==> config.mk <==
export PLATFORM = sky130hd
export DESIGN_NAME = escape_command_deframer_top_flat
export DESIGN_NICKNAME = d
export VERILOG_FILES = /design/src/rtl/ecd_pkg.sv /design/src/rtl/ecd_if.sv /design/src/rtl/escape_command_deframer_top.sv /design/src/flat_wrapper.sv
export SDC_FILE = /design/constraint.sdc
export NUM_CORES = 1
export LEC_CHECK = 0
export BUFFER_PORTS_ARGS = -buffer_cell sky130_fd_sc_hd__buf_2
export CORE_ASPECT_RATIO = 1.4
export CORE_MARGIN = 5
export CORE_UTILIZATION = 58
export CTS_CLUSTER_SIZE = 24
export DETAILED_ROUTE_END_ITERATION = 12
export PLACE_DENSITY = 0.8
export SLEW_MARGIN = 20
export SYNTH_ARGS = -nofsm -noshare
export SYNTH_HDL_FRONTEND = slang
export SYNTH_SLANG_ARGS = --single-unit
==> constraint.sdc <==
create_clock -name i_clk -period 5.3 [get_ports i_clk]
set_input_delay 0.265 -clock i_clk [delete_from_list [all_inputs] [get_ports i_clk]]
set_output_delay 0.265 -clock i_clk [all_outputs]
set_load 0.1 [all_outputs]
==> src/rtl/ecd_pkg.sv <==
// shared widths, register indexes and element size table for the escape command deframer
package ecd_pkg;

    localparam int BYTE_W   = 8;
    localparam int WORD_W   = 32;
    localparam int LEFT_W   = 12;
    localparam int HDR_W    = 4;
    localparam int CFG_IDX_W = 1;

    localparam logic [HDR_W-1:0] HDR_BYTES  = 4'd12;
    localparam logic [BYTE_W-1:0] TYPE_COUNT = 8'd10;

    // configuration register indexes
    localparam logic [CFG_IDX_W-1:0] CFG_ESCAPE   = 1'b0;
    localparam logic [CFG_IDX_W-1:0] CFG_EXTENDED = 1'b1;

    localparam logic [BYTE_W-1:0] ESCAPE_RESET   = 8'd27;
    localparam logic [BYTE_W-1:0] EXTENDED_RESET = 8'd255;

    // log2 of the element size for the known type codes
    function automatic logic [1:0] elem_shift(input logic [BYTE_W-1:0] type_code);
        logic [1:0] sh;
        case (type_code)
            8'd0, 8'd1: sh = 2'd0;
            8'd2, 8'd3: sh = 2'd1;
            8'd4, 8'd5: sh = 2'd2;
            8'd6, 8'd7: sh = 2'd3;
            8'd8:       sh = 2'd2;
            8'd9:       sh = 2'd3;
            default:    sh = 2'd0;
        endcase
        return sh;
    endfunction

endpackage

==> src/rtl/ecd_if.sv <==
// stream interfaces for received bytes and deframed results
interface ecd_in_if import ecd_pkg::*; ();
    logic              valid;
    logic              ready;
    logic              operation;
    logic [BYTE_W-1:0] rx_byte;

    modport source (output valid, output operation, output rx_byte, input ready);
    modport sink   (input valid, input operation, input rx_byte, output ready);
endinterface

interface ecd_out_if import ecd_pkg::*; ();
    logic                     valid;
    logic                     ready;
    logic                     kind;
    logic [BYTE_W-1:0]        data_byte;
    logic signed [WORD_W-1:0] function_code;
    logic [WORD_W-1:0]        window_handle;
    logic [WORD_W-1:0]        channel_handle;
    logic [BYTE_W-1:0]        data_type;
    logic                     last;
    logic                     bad_type;

    modport source (output valid, output kind, output data_byte, output function_code,
                    output window_handle, output channel_handle, output data_type,
                    output last, output bad_type, input ready);
    modport sink   (input valid, input kind, input data_byte, input function_code,
                    input window_handle, input channel_handle, input data_type,
                    input last, input bad_type, output ready);
endinterface

==> src/rtl/escape_command_deframer_top.sv <==
// escape command deframer: splits a serial byte stream into text bytes and command payload bytes
//
// Each received byte is taken into an input register, decoded against the frame phase and,
// if it yields a result, written to a result register. The block takes one request per cycle
// unless the input register is held; the input register holds a byte only while the result
// register is full and not being taken and that byte would produce a result. Frame bytes
// (escape, function, type, count and the twelve extended header bytes) produce no result.
// Each payload byte carries the latched function, window, channel and type fields and is
// marked last at the end of the frame. An operation of 1 returns the block to text mode and
// keeps the latched fields. Configuration writes are meant for an idle block.
module escape_command_deframer_top import ecd_pkg::*; (
    input  logic                 i_clk,
    input  logic                 i_rst_n,
    input  logic                 i_cfg_we,
    input  logic [CFG_IDX_W-1:0] i_cfg_index,
    input  logic [BYTE_W-1:0]    i_cfg_data,
    ecd_in_if.sink               i_in,
    ecd_out_if.source            o_out
);

    typedef enum logic [2:0] {
        PH_TEXT,
        PH_FUNC,
        PH_SHORT,
        PH_LONG,
        PH_COUNT,
        PH_PAYLOAD
    } t_phase;

    // configuration
    logic [BYTE_W-1:0] r_escape;
    logic [BYTE_W-1:0] r_extended;

    // input register
    logic              r_in_valid;
    logic              r_in_op;
    logic [BYTE_W-1:0] r_in_byte;

    // frame state
    t_phase            r_phase,  n_phase;
    logic [WORD_W-1:0] r_func,   n_func;
    logic [WORD_W-1:0] r_window, n_window;
    logic [WORD_W-1:0] r_chan,   n_chan;
    logic [BYTE_W-1:0] r_type,   n_type;
    logic [LEFT_W-1:0] r_left,   n_left;
    logic [HDR_W-1:0]  r_hdr,    n_hdr;
    logic              r_bad,    n_bad;

    // result register
    logic                     r_out_valid;
    logic                     r_o_kind,    n_o_kind;
    logic [BYTE_W-1:0]        r_o_byte;
    logic [WORD_W-1:0]        r_o_func,    n_o_func;
    logic [WORD_W-1:0]        r_o_window,  n_o_window;
    logic [WORD_W-1:0]        r_o_chan,    n_o_chan;
    logic [BYTE_W-1:0]        r_o_type,    n_o_type;
    logic                     r_o_last,    n_o_last;
    logic                     r_o_bad,     n_o_bad;

    logic              w_produce;
    logic              w_advance;
    logic [LEFT_W-1:0] w_left_dec;
    logic [LEFT_W-1:0] w_count_p1;

    assign w_left_dec = r_left - LEFT_W'(1);
    assign w_count_p1 = LEFT_W'(r_in_byte) + LEFT_W'(1);

    always_comb begin
        n_phase    = r_phase;
        n_func     = r_func;
        n_window   = r_window;
        n_chan     = r_chan;
        n_type     = r_type;
        n_left     = r_left;
        n_hdr      = r_hdr;
        n_bad      = r_bad;
        w_produce  = 1'b0;
        n_o_kind   = 1'b0;
        n_o_func   = '0;
        n_o_window = '0;
        n_o_chan   = '0;
        n_o_type   = '0;
        n_o_last   = 1'b0;
        n_o_bad    = 1'b0;
        if (r_in_op) begin
            n_phase = PH_TEXT;
        end else begin
            unique case (r_phase)
                PH_FUNC: begin
                    n_func = WORD_W'(r_in_byte);
                    if (r_in_byte == r_extended) begin
                        n_hdr   = '0;
                        n_phase = PH_LONG;
                    end else begin
                        n_hdr   = HDR_BYTES;
                        n_phase = PH_SHORT;
                    end
                end
                PH_SHORT: begin
                    n_window = '0;
                    n_chan   = WORD_W'(r_in_byte[3:0]);
                    n_type   = BYTE_W'(r_in_byte[7:4]);
                    n_phase  = PH_COUNT;
                end
                PH_LONG: begin
                    n_type  = r_in_byte;
                    n_phase = PH_COUNT;
                end
                PH_COUNT: begin
                    if (r_type < TYPE_COUNT) begin
                        n_bad  = 1'b0;
                        n_left = w_count_p1 << elem_shift(r_type);
                    end else begin
                        n_bad  = 1'b1;
                        n_left = w_count_p1;
                    end
                    n_phase = PH_PAYLOAD;
                end
                PH_PAYLOAD: begin
                    if (r_hdr < HDR_BYTES) begin
                        // little-endian header: function, window, channel
                        case (r_hdr[3:2])
                            2'd0:    n_func[r_hdr[1:0]*8 +: 8]   = r_in_byte;
                            2'd1:    n_window[r_hdr[1:0]*8 +: 8] = r_in_byte;
                            default: n_chan[r_hdr[1:0]*8 +: 8]   = r_in_byte;
                        endcase
                        n_hdr = r_hdr + HDR_W'(1);
                    end else begin
                        n_left     = w_left_dec;
                        w_produce  = 1'b1;
                        n_o_kind   = 1'b1;
                        n_o_func   = r_func;
                        n_o_window = r_window;
                        n_o_chan   = r_chan;
                        n_o_type   = r_type;
                        n_o_last   = (w_left_dec == '0);
                        n_o_bad    = r_bad;
                        if (w_left_dec == '0) begin
                            n_phase = PH_TEXT;
                        end
                    end
                end
                default: begin
                    if (r_in_byte == r_escape) begin
                        n_phase = PH_FUNC;
                    end else begin
                        n_phase   = PH_TEXT;
                        w_produce = 1'b1;
                    end
                end
            endcase
        end
    end

    // a byte with no result never waits on the result register
    assign w_advance  = r_in_valid && (!w_produce || !r_out_valid || o_out.ready);
    assign i_in.ready = !r_in_valid || w_advance;

    always_ff @(posedge i_clk) begin
        if (!i_rst_n) begin
            r_escape    <= ESCAPE_RESET;
            r_extended  <= EXTENDED_RESET;
            r_in_valid  <= 1'b0;
            r_phase     <= PH_TEXT;
            r_func      <= '0;
            r_window    <= '0;
            r_chan      <= '0;
            r_type      <= '0;
            r_left      <= '0;
            r_hdr       <= '0;
            r_bad       <= 1'b0;
            r_out_valid <= 1'b0;
        end else begin
            if (i_cfg_we) begin
                unique case (i_cfg_index)
                    CFG_ESCAPE:   r_escape   <= i_cfg_data;
                    CFG_EXTENDED: r_extended <= i_cfg_data;
                    default: ;
                endcase
            end
            if (i_in.valid && i_in.ready) begin
                r_in_valid <= 1'b1;
            end else if (w_advance) begin
                r_in_valid <= 1'b0;
            end
            if (w_advance) begin
                r_phase  <= n_phase;
                r_func   <= n_func;
                r_window <= n_window;
                r_chan   <= n_chan;
                r_type   <= n_type;
                r_left   <= n_left;
                r_hdr    <= n_hdr;
                r_bad    <= n_bad;
            end
            if (w_advance && w_produce) begin
                r_out_valid <= 1'b1;
            end else if (o_out.ready) begin
                r_out_valid <= 1'b0;
            end
        end
    end

    // payload registers, no reset
    always_ff @(posedge i_clk) begin
        if (i_in.valid && i_in.ready) begin
            r_in_op   <= i_in.operation;
            r_in_byte <= i_in.rx_byte;
        end
        if (w_advance && w_produce) begin
            r_o_kind   <= n_o_kind;
            r_o_byte   <= r_in_byte;
            r_o_func   <= n_o_func;
            r_o_window <= n_o_window;
            r_o_chan   <= n_o_chan;
            r_o_type   <= n_o_type;
            r_o_last   <= n_o_last;
            r_o_bad    <= n_o_bad;
        end
    end

    assign o_out.valid          = r_out_valid;
    assign o_out.kind           = r_o_kind;
    assign o_out.data_byte      = r_o_byte;
    assign o_out.function_code  = $signed(r_o_func);
    assign o_out.window_handle  = r_o_window;
    assign o_out.channel_handle = r_o_chan;
    assign o_out.data_type      = r_o_type;
    assign o_out.last           = r_o_last;
    assign o_out.bad_type       = r_o_bad;

    a_plain_fields_zero: assert property (@(posedge i_clk) disable iff (!i_rst_n)
        o_out.valid && !o_out.kind |-> o_out.function_code == 0 && o_out.window_handle == 0
            && o_out.channel_handle == 0 && o_out.data_type == 0 && !o_out.last
            && !o_out.bad_type)
        else $error("plain byte carries frame fields");

    a_break_to_text: assert property (@(posedge i_clk) disable iff (!i_rst_n)
        w_advance && r_in_op |=> r_phase == PH_TEXT)
        else $error("line break did not return to text mode");

    a_header_bound: assert property (@(posedge i_clk) disable iff (!i_rst_n)
        r_phase == PH_PAYLOAD |-> r_hdr <= HDR_BYTES)
        else $error("header index past header length");

    a_header_silent: assert property (@(posedge i_clk) disable iff (!i_rst_n)
        w_advance && !r_in_op && r_phase == PH_PAYLOAD && r_hdr < HDR_BYTES |-> !w_produce)
        else $error("header byte produced a result");

endmodule
==> src/flat_wrapper.sv <==
// flat-port wrapper written by rule: the top's interface ports become plain ports
module escape_command_deframer_top_flat import ecd_pkg::*;
  (i_clk, i_rst_n, i_cfg_we, i_cfg_index, i_cfg_data, i_in_valid, i_in_operation, i_in_rx_byte, i_in_ready, o_out_valid, o_out_kind, o_out_data_byte, o_out_function_code, o_out_window_handle, o_out_channel_handle, o_out_data_type, o_out_last, o_out_bad_type, o_out_ready);
  ecd_in_if i_in_i ();
  ecd_out_if o_out_i ();
  input  logic i_clk;
  input  logic i_rst_n;
  input  logic i_cfg_we;
  input  logic [CFG_IDX_W-1:0] i_cfg_index;
  input  logic [BYTE_W-1:0] i_cfg_data;
  input wire logic [$bits(i_in_i.valid)-1:0] i_in_valid;
  input wire logic [$bits(i_in_i.operation)-1:0] i_in_operation;
  input wire logic [$bits(i_in_i.rx_byte)-1:0] i_in_rx_byte;
  output wire logic [$bits(i_in_i.ready)-1:0] i_in_ready;
  output wire logic [$bits(o_out_i.valid)-1:0] o_out_valid;
  output wire logic [$bits(o_out_i.kind)-1:0] o_out_kind;
  output wire logic [$bits(o_out_i.data_byte)-1:0] o_out_data_byte;
  output wire logic [$bits(o_out_i.function_code)-1:0] o_out_function_code;
  output wire logic [$bits(o_out_i.window_handle)-1:0] o_out_window_handle;
  output wire logic [$bits(o_out_i.channel_handle)-1:0] o_out_channel_handle;
  output wire logic [$bits(o_out_i.data_type)-1:0] o_out_data_type;
  output wire logic [$bits(o_out_i.last)-1:0] o_out_last;
  output wire logic [$bits(o_out_i.bad_type)-1:0] o_out_bad_type;
  input wire logic [$bits(o_out_i.ready)-1:0] o_out_ready;
  assign i_in_i.valid = i_in_valid;
  assign i_in_i.operation = i_in_operation;
  assign i_in_i.rx_byte = i_in_rx_byte;
  assign i_in_ready = i_in_i.ready;
  assign o_out_valid = o_out_i.valid;
  assign o_out_kind = o_out_i.kind;
  assign o_out_data_byte = o_out_i.data_byte;
  assign o_out_function_code = o_out_i.function_code;
  assign o_out_window_handle = o_out_i.window_handle;
  assign o_out_channel_handle = o_out_i.channel_handle;
  assign o_out_data_type = o_out_i.data_type;
  assign o_out_last = o_out_i.last;
  assign o_out_bad_type = o_out_i.bad_type;
  assign o_out_i.ready = o_out_ready;
  escape_command_deframer_top u_core (.i_clk(i_clk), .i_rst_n(i_rst_n), .i_cfg_we(i_cfg_we), .i_cfg_index(i_cfg_index), .i_cfg_data(i_cfg_data), .i_in(i_in_i), .o_out(o_out_i));
endmodule
== Word-level counts from Yosys, hierarchy flattened ==
Memory sizes are Yosys's and may differ from the RTL's. A register that Yosys moved wholly into a read port is not among the register bits.
Index checks and enable logic that the tools add are counted.

* Shift operators: 3
* Bitwise logic cells: 3
* Add/subtract/negate cells: 4
* Magnitude comparators: 2
* Mux-type cells: 40
* Equal/unequal tests: 15
* Reductions and logical operators: 33

{| class="wikitable"
|+ Operators with widths
! operator !! number
|-
| $mux 32 || 6
|-
| $pmux 32 s2 || 3
|-
| $bwmux 32 || 3
|-
| $neg 5->34 || 1
|-
| $shift 8x34->32 const A || 1
|-
| $shiftx 8x34->32 || 1
|-
| $mux 12 || 2
|-
| $pmux 12 s2 || 1
|-
| $eq 8x8->1 || 2
|-
| $mux 4 || 4
|-
| $pmux 8 s2 || 1
|-
| $reduce_and 5->1 || 3
|-
| $logic_not 12->1 || 1
|-
| $pmux 3 s4 || 1
|-
| $reduce_bool 2->1 || 6
|-
| $shl 12x2->12 || 1
|-
| $sub 12x1->12 const B || 1
|-
| $mux 1 || 10
|-
| $add 8x1->9 const B || 1
|-
| $mux 3 || 3
|-
| $reduce_and 3->1 || 3
|-
| $lt 8x4->1 const B || 1
|-
| $mux 2 || 4
|-
| $ne 2x2->1 const B || 4
|-
| other kinds (22) || 36
|}

* Memories: 1
* Bits of input ports: 23
* Output and inout port bits: 117
* Register bits: 266
* Memory bits (read-only): 32
* Word-level logic and storage cells: 123

{| class="wikitable"
|+ Memory list
! memory !! depth !! bits a word !! read ports !! clocked after Yosys merged registers in !! wr ports !! line !! text
|-
| (name not given) || 16 || 2 || 1 || 1 || 0 || ecd_pkg.sv:23 || <nowiki>case (type_code)</nowiki>
|}

== Depth between registers and ports, before layout ==
Gate-level depths: netlist (run 1).

* Depth after elaboration: 11
* Depth in mapped cells: 9
* Mapped depth without buffers: 8

== Least setup slack after synthesis (run 1) ==
No wires, ideal clock.

* Path kind: register -> register
* Start point: reg u_core.r_phase[1]
* End point: reg u_core.r_o_bad (netlist: u_core.o_out.bad_type) (enable)
* Library setup time: 488 ps
* Data arrival time: 3775 ps
* Path slack: 1037 ps
* Required time: 4812 ps
* Buffers on the path: 1
* Stages on the path, launching flop included: 7
* Period minus slack after synthesis: 4263 ps
* Cell sequence: dfxtp_1 > buf_2 > nor3_2 > a21oi_1 > or3_1 > and3_1 > and3_1

* Longest elaborated chain between the ends: 9
* Elaborated cells between the ends (all ways): 13
* Classes of those cells: eq/ne: 5; mux: 2; reduce/logical: 6

{| class="wikitable"
|+ Ends and longest elaborated chain
! what !! line !! text
|-
| start: declaration || escape_command_deframer_top.sv:40 || <nowiki>t_phase r_phase, n_phase;</nowiki>
|-
| start signal: assignment || escape_command_deframer_top.sv:187 || <nowiki>r_phase <= n_phase;</nowiki>
|-
| $eq 3x1->1, or another cell as far along || escape_command_deframer_top.sv:88 || <nowiki>unique case (r_phase)</nowiki>
|-
| $reduce_or 4->1 (no line) || n/a ||
|-
| $pmux 1 s2 (*) || escape_command_deframer_top.sv:88 ||
|-
| $mux 1 (*) || escape_command_deframer_top.sv:85 || <nowiki>if (r_in_op) begin</nowiki>
|-
| $logic_not 1->1 || escape_command_deframer_top.sv:156 || <nowiki>assign w_advance = r_in_valid && (!w_produce || !r_out_valid || o_out.ready);</nowiki>
|-
| $logic_or 1x1->1 (2 in series) || escape_command_deframer_top.sv:156 ||
|-
| $logic_and 1x1->1 || escape_command_deframer_top.sv:156 ||
|-
| $logic_and 1x1->1 (*) || escape_command_deframer_top.sv:210 || <nowiki>if (w_advance && w_produce) begin</nowiki>
|-
| end signal: assignment || escape_command_deframer_top.sv:218 || <nowiki>r_o_bad <= n_o_bad;</nowiki>
|-
| end: declaration || escape_command_deframer_top.sv:58 || <nowiki>logic r_o_bad, n_o_bad;</nowiki>
|}

Mark *: on every way between the ends. The rest lies on a longest branch, timed or not.
A chain may end at the register's enable or synchronous reset.

== Worst setup path in the final report (run 1) ==
* Start point: reg u_core.r_in_byte[0]
* End point: out i_in_ready

* Longest elaborated chain between the ends: 9

{| class="wikitable"
|+ Ends and longest elaborated chain
! what !! line !! text
|-
| start: declaration || escape_command_deframer_top.sv:37 || <nowiki>logic [BYTE_W-1:0] r_in_byte;</nowiki>
|-
| start signal: assignment || escape_command_deframer_top.sv:208 || <nowiki>r_in_byte <= i_in.rx_byte;</nowiki>
|-
| $eq 8x8->1 || escape_command_deframer_top.sv:144 || <nowiki>if (r_in_byte == r_escape) begin</nowiki>
|-
| $mux 1 || escape_command_deframer_top.sv:144 ||
|-
| $pmux 1 s2 || escape_command_deframer_top.sv:88 ||
|-
| $mux 1 || escape_command_deframer_top.sv:85 ||
|-
| $logic_not 1->1 || escape_command_deframer_top.sv:156 ||
|-
| $logic_or 1x1->1 (2 in series) || escape_command_deframer_top.sv:156 ||
|-
| $logic_and 1x1->1 || escape_command_deframer_top.sv:156 ||
|-
| $logic_or 1x1->1 || escape_command_deframer_top.sv:157 || <nowiki>assign i_in.ready = !r_in_valid || w_advance;</nowiki>
|-
| end: declaration || flat_wrapper.sv:14 || <nowiki>output wire logic [$bits(i_in_i.ready)-1:0] i_in_ready;</nowiki>
|}

No other way between the ends.

==> results.ini, run 1 <==
[setup_path]
worstPathRequired_ns = 5.04
reg2reg_slack_ns = 2.04
crit_buf_inv = 2
crit_fanout = 19
critPathTopFamily = flip-flops
reg2reg_to = u_core.o_out.channel_handle[11]
path_class = flop to primary output
reg2regPathDepth = 6
cpMostUsedCell = and3_1
crit_path_start_kind = flop
crit_path_max_incr_delay_ns = 0.95
cp_data_arrival_time_ns = 3.14
path_cells = xnor2_4 -> nand4_2 -> or3_1 -> and3_1 -> and3_1 -> inv_1 -> buf_2
crit_slowest_cell = edfxtp_1
r2r-start = u_core.r_in_byte[6]
endpoint_kind = primary output

[global_route]
grt_max_degree = 99
grt_pass1_wl_um = 42100
grt_use_met2_pct = 42.2
antenna_found_initial = 0
grt-ovfl-total = 0
use_met1_pct = 26.9
busiest_layer = met2
track_usage_pct = 22.9
gr-usage-met3_pct = 3.11
grt_pass1_vias = 8367

[synthesis]
synth.most_common_cell = nand2_1
synth_top_family_by_area = simple AND/OR/NAND/NOR gates
ys_types = 75
seq_area_frac_synth_pct = 57.4
yosys-top-cells-count = nand2_1 (176), dfxtp_1 (144), edfxtp_1 (124)
yosys.area_share.adder_pct = 0.761
netlist_area_um2 = 11500
yosys.area.top_type = edfxtp_1
synth-compound-area-share_pct = 8.67
yosys_register_bits = 268
yosysWarnings = 0
synth_area_leaders = edfxtp_1 (32%), dfxtp_1 (25%), and2_1 (6.1%)
synth_nets = 1093
syn-mean-instance-area_um2 = 10.8
synth-xor-area-share_pct = 2.19
synth_top_area_share_pct = 32.4
synthCells = 1063
muxShareOfSynthArea_pct = 6.38
synth_ff_type = dfxtp_1
async_flop_share_pct = 0
synth-edff-count = 124
synth-simple-area-share_pct = 21.5

[hold_path]
hold_depth = 2
hold_start = i_rst_n
hold_class = input pin to flop
holdPathEnd = u_core.r_escape[1]

[sta]
relSlewSlack_pct = 28.2
final-hold-violation-count = 0
period_minus_slack_ns = 3.41
worst_pin_slew_ns = 1.05
finalSetupViolCount = 0
finalMaxSlewViolations = 0
fin_skew_ns = 0.0121
fin_crit_sh_pct = 64.3
fmax_ghz = 0.293
timing.setup.tns_ns = 0
rsz0062_at_grt = no
whs_ns = 0.116

[clock_tree]
clockBufferDepth = 3
numCtsBuffers = 25
clock_sinks = 268
cts_setup_buffers = 0
clockRootBuffer = clkbuf_16
cts_tree = done
worstSkewPairLatency_ns = 0.52
clk_pin_slew_ns = 0.07
htreeDepth = 1

[detailed_routing]
detail_route.vias_per_cell = 5.67
final_antenna_net_count = 0
dr.pass1.iters = 6
wirelength_um = 26300
dr.first_iter.drc_count = 664
wire_per_inst_um = 18.1
vias = 8244
drc_errors = 0

[place]
place_inst = 1391
dpl.hpwl_um = 17700
portBuffers = 139
gp_congestion = 0.838
post_dp_cell_area_um2 = 12300

[finish]
filler_cell_count = 1457
drive_gt1_share_pct = 18.0
antennaDiodeCount = 0
layout.nets = 1214
areaGrowthSynthToFinish_pct = 15.3
final_util_pct = 67.4
stdcell_count = 1455
post-route-cell-area_um2 = 13300

[flow_run]
maxCapViolations = 0

[pwr]
ir_drop_v = 0.000277
cellLeakagePower_uw = 0.00514
p_per_area_nw_per_um2 = 313

[floorplanning]
rows = 61
initial_utilization_pct = 58.4
die_area_um2 = 22800
design.core.area_um2 = 19700
dieWidth_um = 129
die_y_um = 177
io_pins = 140

[status]
status = finished clean

## per-layer routing
metal | wire [um] | share of wire [%]
met1 | 10000 | 38
met4 | 753 | 2.9
met3 | 1450 | 5.5
met2 | 14100 | 54
met5 | 0 | 0
## cell type report
class                      count  area, um2  share of cell area, %
sequential                   268       6610                   49.8
multi-input combinational    714       4560                   34.4
timing repair buffer         163        923                   6.96
clock buffer                  38        734                   5.54
tap                          252        315                   2.38
clock inverter                 8       83.8                  0.632
inverter                      12       45.0                  0.340
## placed cells by master, fill, tap and decap left out, drive strengths merged, types with 4 or more instances in the layout
| cell | Yosys | routed |
|---|---|---|
| o211ai | 6 | 6 |
| o21ai | 56 | 56 |
| dlygate4sd3 | 0 | 18 |
| xor2 | 14 | 14 |
| clkinv | 0 | 5 |
| xnor2 | 10 | 10 |
| a211oi | 7 | 7 |
| nand2b | 10 | 10 |
| buf | 22 | 145 |
| inv | 12 | 14 |
| a32o | 5 | 5 |
| mux2i | 70 | 70 |
| a31oi | 6 | 6 |
| nand2 | 176 | 176 |
| a21oi | 34 | 34 |
| edfxtp | 124 | 124 |
| nand3b | 4 | 4 |
| ha | 7 | 7 |
| nand3 | 63 | 63 |
| nor2 | 41 | 41 |
| clkbuf | 47 | 38 |
| nor3 | 12 | 12 |
| dfxtp | 144 | 144 |
| and3 | 6 | 6 |
| and2 | 113 | 113 |
| nor2b | 6 | 6 |
| nor4 | 7 | 7 |
## worst max-delay path by stage
| stage | slack (ns) | startpoint | cells past startpoint | endpoint |
|---|---|---|---|---|
| finish | 1.89 | u_core.r_in_byte[0] | 7 | i_in_ready |
| global route | 1.75 | u_core.r_in_byte[0] | 7 | i_in_ready |
| CTS | 1.97 | u_core.r_in_byte[0] | 7 | i_in_ready |
| detailed placement | 2.06 | u_core.r_in_byte[2] | 6 | u_core.o_out.function_code[6] |
| global placement | 2.20 | u_core.r_in_byte[6] | 6 | u_core.o_out.function_code[6] |
| floorplan | 1.04 | u_core.r_phase[1] | 6 | u_core.o_out.bad_type |
## what timing repair did
| action | 4_1_cts | 5_1_grt |
|---|---|---|
| gates resized for setup | 0 | 0 |
| hold buffers | 18 | 0 |
| endpoints found under the hold margin | 25 | 0 |
## flip-flops by register name, indices dropped and copies added (netlist names), 3 cells and up, named ones only
| name | count |
|---|---|
| u_core.r_extended | 8 |
| u_core.o_out.data_type | 8 |
| u_core.r_escape | 8 |
| u_core.r_phase | 3 |
| u_core.r_type | 8 |
| u_core.r_func | 32 |
| u_core.o_out.function_code | 32 |
| u_core.o_out.channel_handle | 32 |
| u_core.o_out.data_byte | 8 |
| u_core.r_window | 32 |
| u_core.r_left | 12 |
| u_core.r_hdr | 4 |
| u_core.r_chan | 32 |
| u_core.o_out.window_handle | 32 |
| u_core.r_in_byte | 8 |
## where the power goes
group	switching (uW)	leakage, uW	internal [uW]
clock	749	0.000405	1010
combinational	126	0.00222	50.8
sequential	33.4	0.00252	2180
## stage by stage
stage,worst slack [ns],total power (uW)
after floorplan,1.04,2380
after global routing,1.75,4270
after detailed placement,2.06,2420
after CTS,1.97,4170
final,1.89,4150
after global placement,2.20,2410
## cells by family (layout without fill, tap and decap cells)
logic type,after synthesis,count (layout)
and+or+nand+nor,458,458
DFF,268,268
AOI/OAI and AO/OA,152,152
buffers and inverters,81,221
muxes,73,73
xor gates and xnor gates,24,24
adders and majority gates,7,7
Note: power is estimated with default switching activity, not from simulation.
==> inputs of run 2 (changes only) <==
==> constraint.sdc (replaced) <==
create_clock -name i_clk -period 3.2 [get_ports i_clk]
set_input_delay 0.16 -clock i_clk [delete_from_list [all_inputs] [get_ports i_clk]]
set_output_delay 0.16 -clock i_clk [all_outputs]
set_load 0.1 [all_outputs]
==> run 2 against run 1 <==
Via count increased by 1.4%. Utilization grew 0.86 points. Die area unchanged. Final cell count grew 1.2%. Clock skew shrank 0.0045 ns. First-iteration DRC count shrank 8.6%. Sequential power up 64%. Sequential share of layout area fell by 0.63 points. Worst hold slack got worse by 0.086 ns. Clock-buffer cell count down 4. Design area is 1.3% higher. Combinational power increased by 94%. Critical path type unchanged.
==> results.ini, run 2 (synthesis gave the netlist of run 1 again) <==
[floorplanning]
initial_utilization_pct = 58.4
die_y_um = 177
dieWidth_um = 129
design.core.area_um2 = 19700
rows = 61
io_pins = 140
die_area_um2 = 22800

[sta]
finalSetupViolCount = 0
worst_pin_slew_ns = 0.822
relSlewSlack_pct = 45.2
layout_setup_ws_ns = 0.345
timing.setup.tns_ns = 0
period_minus_slack_ns = 2.85
rsz0062_at_grt = no
fmax_ghz = 0.350
fin_skew_ns = 0.00766
final-hold-violation-count = 0
finalMaxSlewViolations = 0
fin_crit_sh_pct = 89.2

[clock_tree]
htreeDepth = 1
clockBufferDepth = 3
numCtsBuffers = 24
ctsResizeCount = 0
clk_pin_slew_ns = 0.06
worstSkewPairLatency_ns = 0.51
clock_sinks = 268
cts_tree = done
clockRootBuffer = clkbuf_16

[detailed_routing]
wirelength_um = 26000
drc_errors = 0
dr.first_iter.drc_count = 607
wire_per_inst_um = 17.7
dr.pass1.iters = 5
vias = 8358
final_antenna_net_count = 0
detail_route.vias_per_cell = 5.67

[setup_path]
r2r-start = u_core.r_phase[2]
endpoint_kind = primary output
path_class = flop to primary output
reg2regPathDepth = 5
critPathCapture = i_in_ready
reg2reg_slack_ns = 0.55
crit_fanout = 17
cp_data_arrival_time_ns = 2.69
crit_path_start_kind = flop
cp-startpoint = u_core.r_phase[2]
worstPathRequired_ns = 3.04
reg2reg_to = u_core.r_in_byte[6]

[hold_path]
hold_class = input pin to flop

[finish]
layout_common_cells = nand2_1 (176), dfxtp_1 (144), buf_2 (138), edfxtp_1 (124), and2_1 (113)
layout.nets = 1233
layout_commonest_cell = nand2_1
antennaDiodeCount = 0
areaGrowthSynthToFinish_pct = 16.8
drive_gt1_share_pct = 19.1

[global_route]
antenna_found_initial = 0
track_usage_pct = 22.3
grt_pass1_vias = 8094
use_met1_pct = 26.4
grt_max_degree = 97
grt-ovfl-total = 0
grt_use_met2_pct = 40.9
gr-usage-met3_pct = 2.69
grt_pass1_wl_um = 40700
busiest_layer = met2

[pwr]
p_per_area_nw_per_um2 = 510
ir_drop_v = 0.000421
power_uw = 6860
cellLeakagePower_uw = 0.00523

[place]
portBuffers = 139
place_ws_ns = 0.517
gp_congestion = 0.915
dpl.hpwl_um = 17500

[flow_run]
maxCapViolations = 0

[status]
status = finished clean

[run 2: cell types whose count changed in the layout (fill, tap and decap cells not counted), sizes merged]
| cell | before | now |
|---|---|---|
| buf | 145 | 164 |
| bufinv | 1 | 2 |
| clkbuf | 38 | 34 |
| clkinv | 5 | 7 |
| clkinvlp | 0 | 1 |
| dlygate4sd3 | 18 | 19 |
| inv | 14 | 12 |
[run 2: metrics by stage]
| step | hold WS (ns) | cells | utilization, % | instance area (um2) |
|---|---|---|---|---|
| final | 0.0299 | 1473 | 68.2 | 13400 |
| after global routing | 0.0638 | 1473 | 68.2 | 13400 |
| after CTS | 0.0166 | 1473 | 68.2 | 13400 |
| after detailed placement | 0.339 | 1410 | 63.2 | 12400 |
| after global placement | 0.339 | 1410 | 63.2 | 12400 |
| after floorplan | 0.259 | 1063 | - | 11500 |
[run 2: critical path, stage by stage (launching register included)]
cell and delay, ns:
dfxtp_1 0.66, a21oi_1 0.23, or3_1 0.43, and3_1 0.18, and3_1 0.20, inv_1 0.07, buf_2 0.42
[run 2: report_power, final]
part | switching (uW) | internal (uW)
Clock | 1200 | 1690
Sequential | 22.6 | 3600
Combinational | 248 | 96.8
[run 2: timing repair]
action,4_1_cts,5_1_grt
buffers inserted,0,0
hold buffers,19,0
hold endpoints to repair,27,0
endpoints found under the setup margin,0,0
[run 2: metal layers]
metal	wire length, um	share of wire (%)
met1	9870	38
met2	13700	52
met3	1520	5.8
met4	978	3.8
met5	0	0
[run 2: worst min path at each step]
stage,startpoint,to,slack [ns],cells past startpoint
after floorplan,i_in_rx_byte[0],u_core.r_in_byte[0],0.26,0
final,o_out_ready,u_core.o_out.valid,0.03,4
after global routing,o_out_ready,u_core.o_out.valid,0.06,4
after detailed placement,i_in_rx_byte[0],u_core.r_in_byte[0],0.34,1
after global placement,i_in_rx_byte[3],u_core.r_in_byte[3],0.34,1
after CTS,o_out_ready,u_core.o_out.valid,0.02,4
[run 2: final cells by class]
cell class	instances	area, um2
sequential	268	6610
fill	1464	6260
multi-input combinational	714	4550
timing repair buffer	183	1110
clock buffer	34	699
tap	252	315
clock inverter	10	105
inverter	12	45.0
